==> src/rtl/core/assert_macros.svh <==
// assertion macros used by the controller
`ifndef ASSERT_MACROS_SVH
`define ASSERT_MACROS_SVH
// assert a property, clocked by clk_i, disabled during reset
`define ASSERT_CLK(label, prop, msg) \
  label: assert property (@(posedge clk_i) disable iff (!rst_ni) (prop)) else $error(msg);
// assert a property that also holds during reset
`define ASSERT_ALWAYS(label, prop, msg) \
  label: assert property (@(posedge clk_i) (prop)) else $error(msg);
`endif

==> src/rtl/core/tli_pkg.sv <==
// package of the track linear interpolator: types, codes, sizes
package tli_pkg;
  localparam int unsigned TableDepth = 64;
  localparam int unsigned IdxW = $clog2(TableDepth);
  localparam int unsigned CntW = $clog2(TableDepth + 1);

  typedef enum logic [1:0] {
    OP_INSERT = 2'd0,
    OP_QUERY  = 2'd1,
    OP_CLEAR  = 2'd2,
    OP_NONE   = 2'd3
  } op_e;

  typedef enum logic [1:0] {
    ST_OK    = 2'd0,
    ST_EMPTY = 2'd1,
    ST_FULL  = 2'd2
  } status_e;

  typedef struct packed {
    logic [1:0]         op;
    logic signed [31:0] point_time;
    logic signed [31:0] coord_x;
    logic signed [31:0] coord_y;
    logic signed [31:0] coord_z;
  } in_item_t;

  typedef struct packed {
    logic signed [31:0] pos_x;
    logic signed [31:0] pos_y;
    logic signed [31:0] pos_z;
    logic [1:0]         status;
  } out_item_t;

  // datapath commands
  typedef enum logic [3:0] {
    CMD_IDLE    = 4'd0,
    CMD_LOAD    = 4'd1,  // latch input beat, reset scan index
    CMD_SCAN    = 4'd2,  // issue read at scan index
    CMD_CHECK   = 4'd3,  // compare read key, advance index if below
    CMD_OVERWR  = 4'd4,  // write coords at scan index
    CMD_SHRD    = 4'd5,  // read entry at shift index - 1
    CMD_SHWR    = 4'd6,  // write it at shift index, step down
    CMD_PUT     = 4'd7,  // write new point at insert index
    CMD_RDLO    = 4'd8,  // read entry at lower neighbor
    CMD_RDHI    = 4'd9,  // latch lower, read upper
    CMD_LATHI   = 4'd10, // latch upper entry
    CMD_DIVSTEP = 4'd11, // one quotient bit
    CMD_MUL     = 4'd12, // blend one coordinate
    CMD_CLEAR   = 4'd13
  } cmd_e;

  typedef struct packed {
    cmd_e       cmd;
    logic [1:0] mul_sel;
  } ctl_t;

  typedef struct packed {
    logic       key_less;   // read key below query time
    logic       key_equal;
    logic       scan_end;   // scan index reached entry count
    logic       full;
    logic       empty;
    logic       shift_done; // shift index equals insert index
    logic       div_done;
    logic       idx_zero;
    op_e        op;
  } stat_t;
endpackage

==> src/rtl/core/tli_controller.sv <==
// controller: sequences scan, shift, divide and blend, owns both handshakes
module tli_controller (
  input  logic                 clk_i,
  input  logic                 rst_ni,
  input  logic                 in_valid_i,
  output logic                 in_ready_o,
  output logic                 out_valid_o,
  input  logic                 out_ready_i,
  input  tli_pkg::stat_t       stat_i,
  input  logic [31:0]          pos_x_i,
  input  logic [31:0]          pos_y_i,
  input  logic [31:0]          pos_z_i,
  input  logic [31:0]          rd_x_i,
  input  logic [31:0]          rd_y_i,
  input  logic [31:0]          rd_z_i,
  output tli_pkg::ctl_t        ctl_o,
  output tli_pkg::out_item_t   out_item_o
);
  import tli_pkg::*;
  `include "assert_macros.svh"

  typedef enum logic [13:0] {
    S_IDLE  = 14'b00000000000001,
    S_DISP  = 14'b00000000000010,
    S_SCAN  = 14'b00000000000100,
    S_CHECK = 14'b00000000001000,
    S_SHRD  = 14'b00000000010000,
    S_SHWR  = 14'b00000000100000,
    S_RDLO  = 14'b00000001000000,
    S_RDHI  = 14'b00000010000000,
    S_LATHI = 14'b00000100000000,
    S_DIV   = 14'b00001000000000,
    S_MUL   = 14'b00010000000000,
    S_MULW  = 14'b00100000000000,
    S_RDK   = 14'b01000000000000,
    S_DONE  = 14'b10000000000000
  } state_e;

  state_e state_q, state_d;
  logic [1:0] msel_q, msel_d;
  out_item_t res_q, res_d;
  logic ovalid_q, ovalid_d;

  assign in_ready_o = (state_q == S_IDLE) && !ovalid_q;
  assign out_valid_o = ovalid_q;
  assign out_item_o = res_q;

  // next state and commands
  always_comb begin
    state_d = state_q;
    msel_d = msel_q;
    res_d = res_q;
    ovalid_d = ovalid_q;
    ctl_o.cmd = CMD_IDLE;
    ctl_o.mul_sel = msel_q;
    if (ovalid_q && out_ready_i) ovalid_d = 1'b0;
    case (state_q)
      S_IDLE: if (in_valid_i && in_ready_o) begin
        ctl_o.cmd = CMD_LOAD;
        state_d = S_DISP;
      end
      S_DISP: begin
        res_d = '0;
        case (stat_i.op)
          OP_CLEAR: begin
            ctl_o.cmd = CMD_CLEAR;
            state_d = S_DONE;
          end
          OP_NONE: state_d = S_DONE;
          OP_QUERY: if (stat_i.empty) begin
            res_d.status = ST_EMPTY;
            state_d = S_DONE;
          end else state_d = S_SCAN;
          default: state_d = S_SCAN;
        endcase
      end
      S_SCAN: if (stat_i.scan_end) begin
        // no key at or above the time
        if (stat_i.op == OP_QUERY) begin
          state_d = S_RDLO;
        end else if (stat_i.full) begin
          res_d.status = ST_FULL;
          state_d = S_DONE;
        end else state_d = S_SHRD;
      end else begin
        ctl_o.cmd = CMD_SCAN;
        state_d = S_CHECK;
      end
      S_CHECK: begin
        ctl_o.cmd = CMD_CHECK;
        if (stat_i.key_less) state_d = S_SCAN;
        else if (stat_i.op == OP_QUERY) begin
          if (stat_i.key_equal || stat_i.idx_zero) begin
            res_d.pos_x = rd_x_i;
            res_d.pos_y = rd_y_i;
            res_d.pos_z = rd_z_i;
            state_d = S_DONE;
          end else state_d = S_RDLO;
        end else if (stat_i.key_equal) begin
          state_d = S_RDK;
        end else if (stat_i.full) begin
          res_d.status = ST_FULL;
          state_d = S_DONE;
        end else state_d = S_SHRD;
      end
      S_RDK: begin
        ctl_o.cmd = CMD_OVERWR;
        state_d = S_DONE;
      end
      S_SHRD: if (stat_i.shift_done) begin
        ctl_o.cmd = CMD_PUT;
        state_d = S_DONE;
      end else begin
        ctl_o.cmd = CMD_SHRD;
        state_d = S_SHWR;
      end
      S_SHWR: begin
        ctl_o.cmd = CMD_SHWR;
        state_d = S_SHRD;
      end
      S_RDLO: begin
        ctl_o.cmd = CMD_RDLO;
        state_d = stat_i.scan_end ? S_MULW : S_RDHI;
      end
      S_MULW: begin
        // past the last key: the read entry is the answer
        res_d.pos_x = rd_x_i;
        res_d.pos_y = rd_y_i;
        res_d.pos_z = rd_z_i;
        state_d = S_DONE;
      end
      S_RDHI: begin
        ctl_o.cmd = CMD_RDHI;
        state_d = S_LATHI;
      end
      S_LATHI: begin
        ctl_o.cmd = CMD_LATHI;
        state_d = S_DIV;
      end
      S_DIV: if (stat_i.div_done) begin
        msel_d = 2'd0;
        state_d = S_MUL;
      end else ctl_o.cmd = CMD_DIVSTEP;
      S_MUL: begin
        // three multiplies, then all three results are picked up into the result register
        if (msel_q == 2'd3) begin
          res_d.status = ST_OK;
          res_d.pos_x = pos_x_i;
          res_d.pos_y = pos_y_i;
          res_d.pos_z = pos_z_i;
          state_d = S_DONE;
        end else begin
          ctl_o.cmd = CMD_MUL;
          msel_d = msel_q + 2'd1;
        end
      end
      S_DONE: begin
        ovalid_d = 1'b1;
        state_d = S_IDLE;
      end
      default: state_d = S_IDLE;
    endcase
  end

  always_ff @(posedge clk_i or negedge rst_ni) begin
    if (!rst_ni) begin
      state_q <= S_IDLE;
      ovalid_q <= 1'b0;
      msel_q <= '0;
    end else begin
      state_q <= state_d;
      ovalid_q <= ovalid_d;
      msel_q <= msel_d;
    end
  end

  always_ff @(posedge clk_i) begin
    res_q <= res_d;
  end

  // results of the blend land in the cycle after the last multiply
  `ASSERT_CLK(a_no_accept_busy, in_valid_i && in_ready_o |-> !out_valid_o, "accept while busy")
  `ASSERT_CLK(a_onehot, $onehot(state_q), "state not one-hot")
  `ASSERT_CLK(a_done_valid, state_q == S_DONE |=> out_valid_o, "result not shown")
endmodule

==> config.mk <==
export PLATFORM = sky130hd
export DESIGN_NAME = tli_controller
export DESIGN_NICKNAME = d
export VERILOG_FILES = /design/src/rtl/core/tli_pkg.sv /design/src/rtl/core/tli_controller.sv
export VERILOG_INCLUDE_DIRS = /design/src /design/src/rtl/core
export SDC_FILE = /design/constraint.sdc
export NUM_CORES = 1
export LEC_CHECK = 0
export BUFFER_PORTS_ARGS = -buffer_cell sky130_fd_sc_hd__buf_2
export CAP_MARGIN = 20
export CORE_AREA = 10 10 156 158
export DETAILED_ROUTE_END_ITERATION = 6
export DIE_AREA = 0 0 166 168
export SYNTH_ARGS = -nofsm -noshare
export SYNTH_HDL_FRONTEND = slang
export SYNTH_SLANG_ARGS = --single-unit
==> constraint.sdc <==
create_clock -name clk_i -period 15.2 [get_ports clk_i]
set_input_delay 1.52 -clock clk_i [delete_from_list [all_inputs] [get_ports clk_i]]
set_output_delay 1.52 -clock clk_i [all_outputs]
set_load 0.1 [all_outputs]
* After elaboration in Yosys (flattened, before gate mapping)
Index checks and enable logic that the tools add are counted. W data, S select, Z words.
Operators by class: eq/ne operators 29, multiplexer cells 40, $add $sub $neg 1, reduce and logical (&&, ||, !) cells 15
Operators by type and width (number):
- $pmux W96 S4 | 1
- $mux W98 | 2
- $mux W96 | 2
- $mux W14 | 12
- $pmux W14 S12 | 1
- $pmux W4 S12 | 1
- $pmux W14 S2 | 1
- $ne A2 B2 Y1 const B | 10
- $mux W2 | 9
- $eq A14 B1 Y1 const B | 1
- $eq A14 B10 Y1 const B | 1
- $eq A14 B11 Y1 const B | 1
- $eq A14 B12 Y1 const B | 1
- $eq A14 B13 Y1 const B | 1
- $eq A14 B14 Y1 const B | 1
- $eq A14 B2 Y1 const B | 1
- $eq A14 B3 Y1 const B | 1
- $eq A14 B4 Y1 const B | 1
- $eq A14 B5 Y1 const B | 1
- $eq A14 B6 Y1 const B | 1
- $eq A14 B7 Y1 const B | 1
- $eq A14 B8 Y1 const B | 1
- $eq A14 B9 Y1 const B | 1
- $mux W12 | 1
- other kinds (17) | 31
Word-level totals: register bits after elaboration 115

* Logic depth before layout (Yosys ltp)
depth after elaboration 5, depth in mapped cells 7, mapped depth without buffers 6

* Worst setup path before layout
No wires, ideal clock.
kind input to register, start point in stat_i[1] in the netlist's numbering, end point reg res_q, in the netlist out_item_o[10], enable pin, required time 14617 ps, slack 8004 ps, setup time 583 ps, cell stages on the path 4, path buffers 0, data arrival time 6613 ps, cell sequence nand2b_1 nor3_1 nor2_1 a21oi_1
On the way: longest elaborated chain between the ends 3
RTL lines:
- start: declaration | RTL line tli_controller.sv:9 | input tli_pkg::stat_t stat_i,
- $eq A2 B1 Y1 | RTL line tli_controller.sv:92 | else if (stat_i.op == OP_QUERY) begin
- $ne A2 B2 Y1 (no source line)
- $reduce_and A5 Y1 (no source line)
- end signal: assignment | RTL line tli_controller.sv:178 | res_q <= res_d;
- end: declaration | RTL line tli_controller.sv:41 | out_item_t res_q, res_d;
Every way passes these cells. A chain may end at the register's enable or synchronous reset.

==> run summary <==
============================================================================================
GR Util All Layers                                                                     12.8%
Reported leakage power                                                            0.00349 uW
Worst-skew pair later-pin latency                                                    0.41 ns
Number of antenna cells inserted                                                           0
Synth Area per Inst                                                                 13.9 um2
Tightest Hold Check Type                                                        flop to flop
Count of boundary I/O pins                                                               312
Synthesized-area fraction occupied by ao, oa, aoi and oai cells                        20.2%
Arrival time reported for the critical path endpoint                                 2.86 ns
Basic-gate share of the synthesized area counting and, or, nand and nor cells          10.6%
Buffers inserted during post-CTS setup optimization                                        0
Final critical delay including setup and external delays                             4.38 ns
Setup violation total in the final timing report                                           0
Post-Syn Instances                                                                       376
ANT nets after route                                                                       0
Async set-or-reset flop fraction in the synthesized netlist                            14.8%
Fraction of the mapped netlist area in adder cells                                    0.239%
Number of optimization iterations in the first detailed-route pass                         5
Nets@finish                                                                              890
Via/cell ratio                                                                          4.56
Number of hold-slack violations in the final timing report                                 0
Via count of the first global-routing pass                                              4637
Initial antenna violation count                                                            0
Width of the die                                                                      166 um
Yosys warns                                                                                0
Routability congestion estimate                                                        0.864
Unrepaired setup endpoints after global routing                                           no
Post-route core utilization                                                            35.6%
Placed cell count                                                                        944
DR iter-0 viols                                                                          268
Port Buffer Count                                                                        311
Largest area contributor in the synthesized netlist                                 edfxtp_1
CTS root buffer                                                                    clkbuf_16
Post-synthesis register bit count                                                        115
Largest net degree at the start of global routing                                         55
Quantity of gates resized following cts                                                    0
Number of standard cells in the layout, taps in and fillers out                          975
Drc violations                                                                             0
Power Dens Cells                                                                  153 nW/um2
Count of hold-fix buffers inserted at cts                                                  0
H-tree levels                                                                              4
Achievable Freq                                                                      228 MHz
HPWL reported at the end of detailed placement                                      14300 um
Overflow left after global routing                                                         0
TritonCTS clock tree                                                                     yes
Via count                                                                               4448
Total number of placement rows                                                            54
Total chip power                                                                     1170 uW
Seq/Total Area, Yosys                                                                  64.5%
Post-detailed-routing wire length                                                   18400 um
Count of unique library cells instantiated by Yosys                                       48
Most common flop cell mapped by yosys                                               edfxtp_1
Combinational family with the most area after synthesis                         compound AO/OA/AOI/OAI gates
Layout overhead on the synthesized area                                                45.7%
Post-synth EDFFs                                                                          98
Number of maximum-capacitance constraint violations                                        0
List of most frequent post-synthesis cells                                      98 x edfxtp_1, 96 x a22o_1, 20 x buf_2
Overall die area                                                                   27900 um2
Final clock period utilization by the worst path                                       28.8%
Number of nets in the synthesized netlist                                                583
Worst Max-Slew Pin Slew                                                             0.707 ns
Initial Utilization                                                                    24.4%
Area share of the leading cell type in the synthesized netlist                         56.3%
CTS buffer count                                                                          17
Endpoint type of the worst setup path                                           primary output
Height of the die                                                                     168 um
Data required, critical path                                                        13.68 ns
Run status                                                                      complete, no violations
Pins over their slew limit                                                                 0
Clk_skew                                                                          0.00861 ns
Synthesized cell area                                                               5230 um2
Maximum fanout count along the critical path                                               3
Post-synthesis mux area share                                                         0.383%
Clock tree sinks                                                                         115
Layout cells sized above 1                                                             51.5%
Clock-pin slew on the worst setup and hold paths                                     0.06 ns
Worst hold slack                                                                    0.501 ns
Highest ir drop seen on vdd                                                          86.3 uV
Wire length of the first global-routing pass                                        28100 um
Max-slew headroom                                                                      52.9%
Routed wirelength normalized by instance count                                       18.9 um
Setup TNS Final                                                                         0 ns
Type of element launching the critical path                                       input port
Startpoint-to-endpoint class of the critical path                               input port to primary output
Largest cells by area after synthesis                                           edfxtp_1 56%, a22o_1 16%, dfrtp_1 7.7%
Synthesized-area fraction occupied by xor and xnor cells                              0.503%
Most numerous cell in the Yosys netlist                                             edfxtp_1
Max clock buf depth                                                                        2
Area of the core                                                                   21400 um2
============================================================================================
## state kept, by name, summed over array words and instances (netlist names)
name / cells
out_valid_o: 1
state_q: 14
out_item_o: 98
msel_q: 2
## power breakdown
part | switching, uW | internal (uW)
registers | 12.9 | 389
clock network | 148 | 242
logic | 311 | 63.5
total | 471 | 695
## worst max-delay path, stage by stage
cell,delay (ns)
buf_2,0.10
or3b_2,0.47
nor2_1,0.10
o21bai_1,0.10
o2111ai_1,0.11
buf_2,0.46
## placed cells by master, fill, tap and decap left out, types with 3 or more instances in the layout
cell type,instances
nand4_1,7
nand2_1,16
xor2_1,3
dfrtp_1,16
a22o_1,96
a21oi_1,6
nor3_1,7
o21ai_0,10
and3_1,3
nor2b_1,7
buf_2,311
nor4b_1,3
nand4b_1,3
buf_4,5
inv_1,8
nor2_1,15
edfxtp_1,98
or4_1,4
nand3_1,4
nor4_4,3
nand2b_1,4
clkinv_4,6
clkbuf_16,17
## final cells by class
type / instances / area (um2)
timing repair buffer: 316 / 1590
clock inverter: 14 / 158
multi-input combinational: 225 / 1690
sequential: 115 / 3370
tap: 280 / 350
clock buffer: 17 / 425
fill: 2120 / 13800
inverter: 8 / 30.0
## metrics by stage
step	worst slack, ns	instance area, um2
6_report	10.82	7620
5_1_grt	10.63	7620
4_1_cts	10.81	7620
3_5_place_dp	10.82	7030
3_3_place_gp	10.83	7030
2_1_floorplan	8.00	5230
## kinds of logic after synthesis
kind of cell,after synthesis
AOI/OAI and AO/OA,129
DFF,115
adders and majority gates,1
and+or+nand+nor,90
muxes,2
buffers and inverters,36
xor gates and xnor gates,3
## metal layers
metal  track usage, %  part of all wire [%]
met1             15.1                    40
met2             21.6                    51
met3             4.00                   7.4
met4             4.08                   1.4
met5                0                     0
## worst paths after layout
check / startpoint / endpoint / slack (ns) / cells after the start
worst min register to register: msel_q[0] / msel_q[0] / 0.50 / 1
min in group asynchronous: rst_ni / state_q[3] / 1.04 / 1
max in group asynchronous: rst_ni / state_q[0] / 13.84 / 1
worst max register to register: state_q[5] / out_item_o[40] / 11.87 / 6
worst max-delay path: stat_i[3] / ctl_o[5] / 10.82 / 6
worst min-delay path: msel_q[0] / msel_q[0] / 0.50 / 1
(Power assumes the default switching activity.)
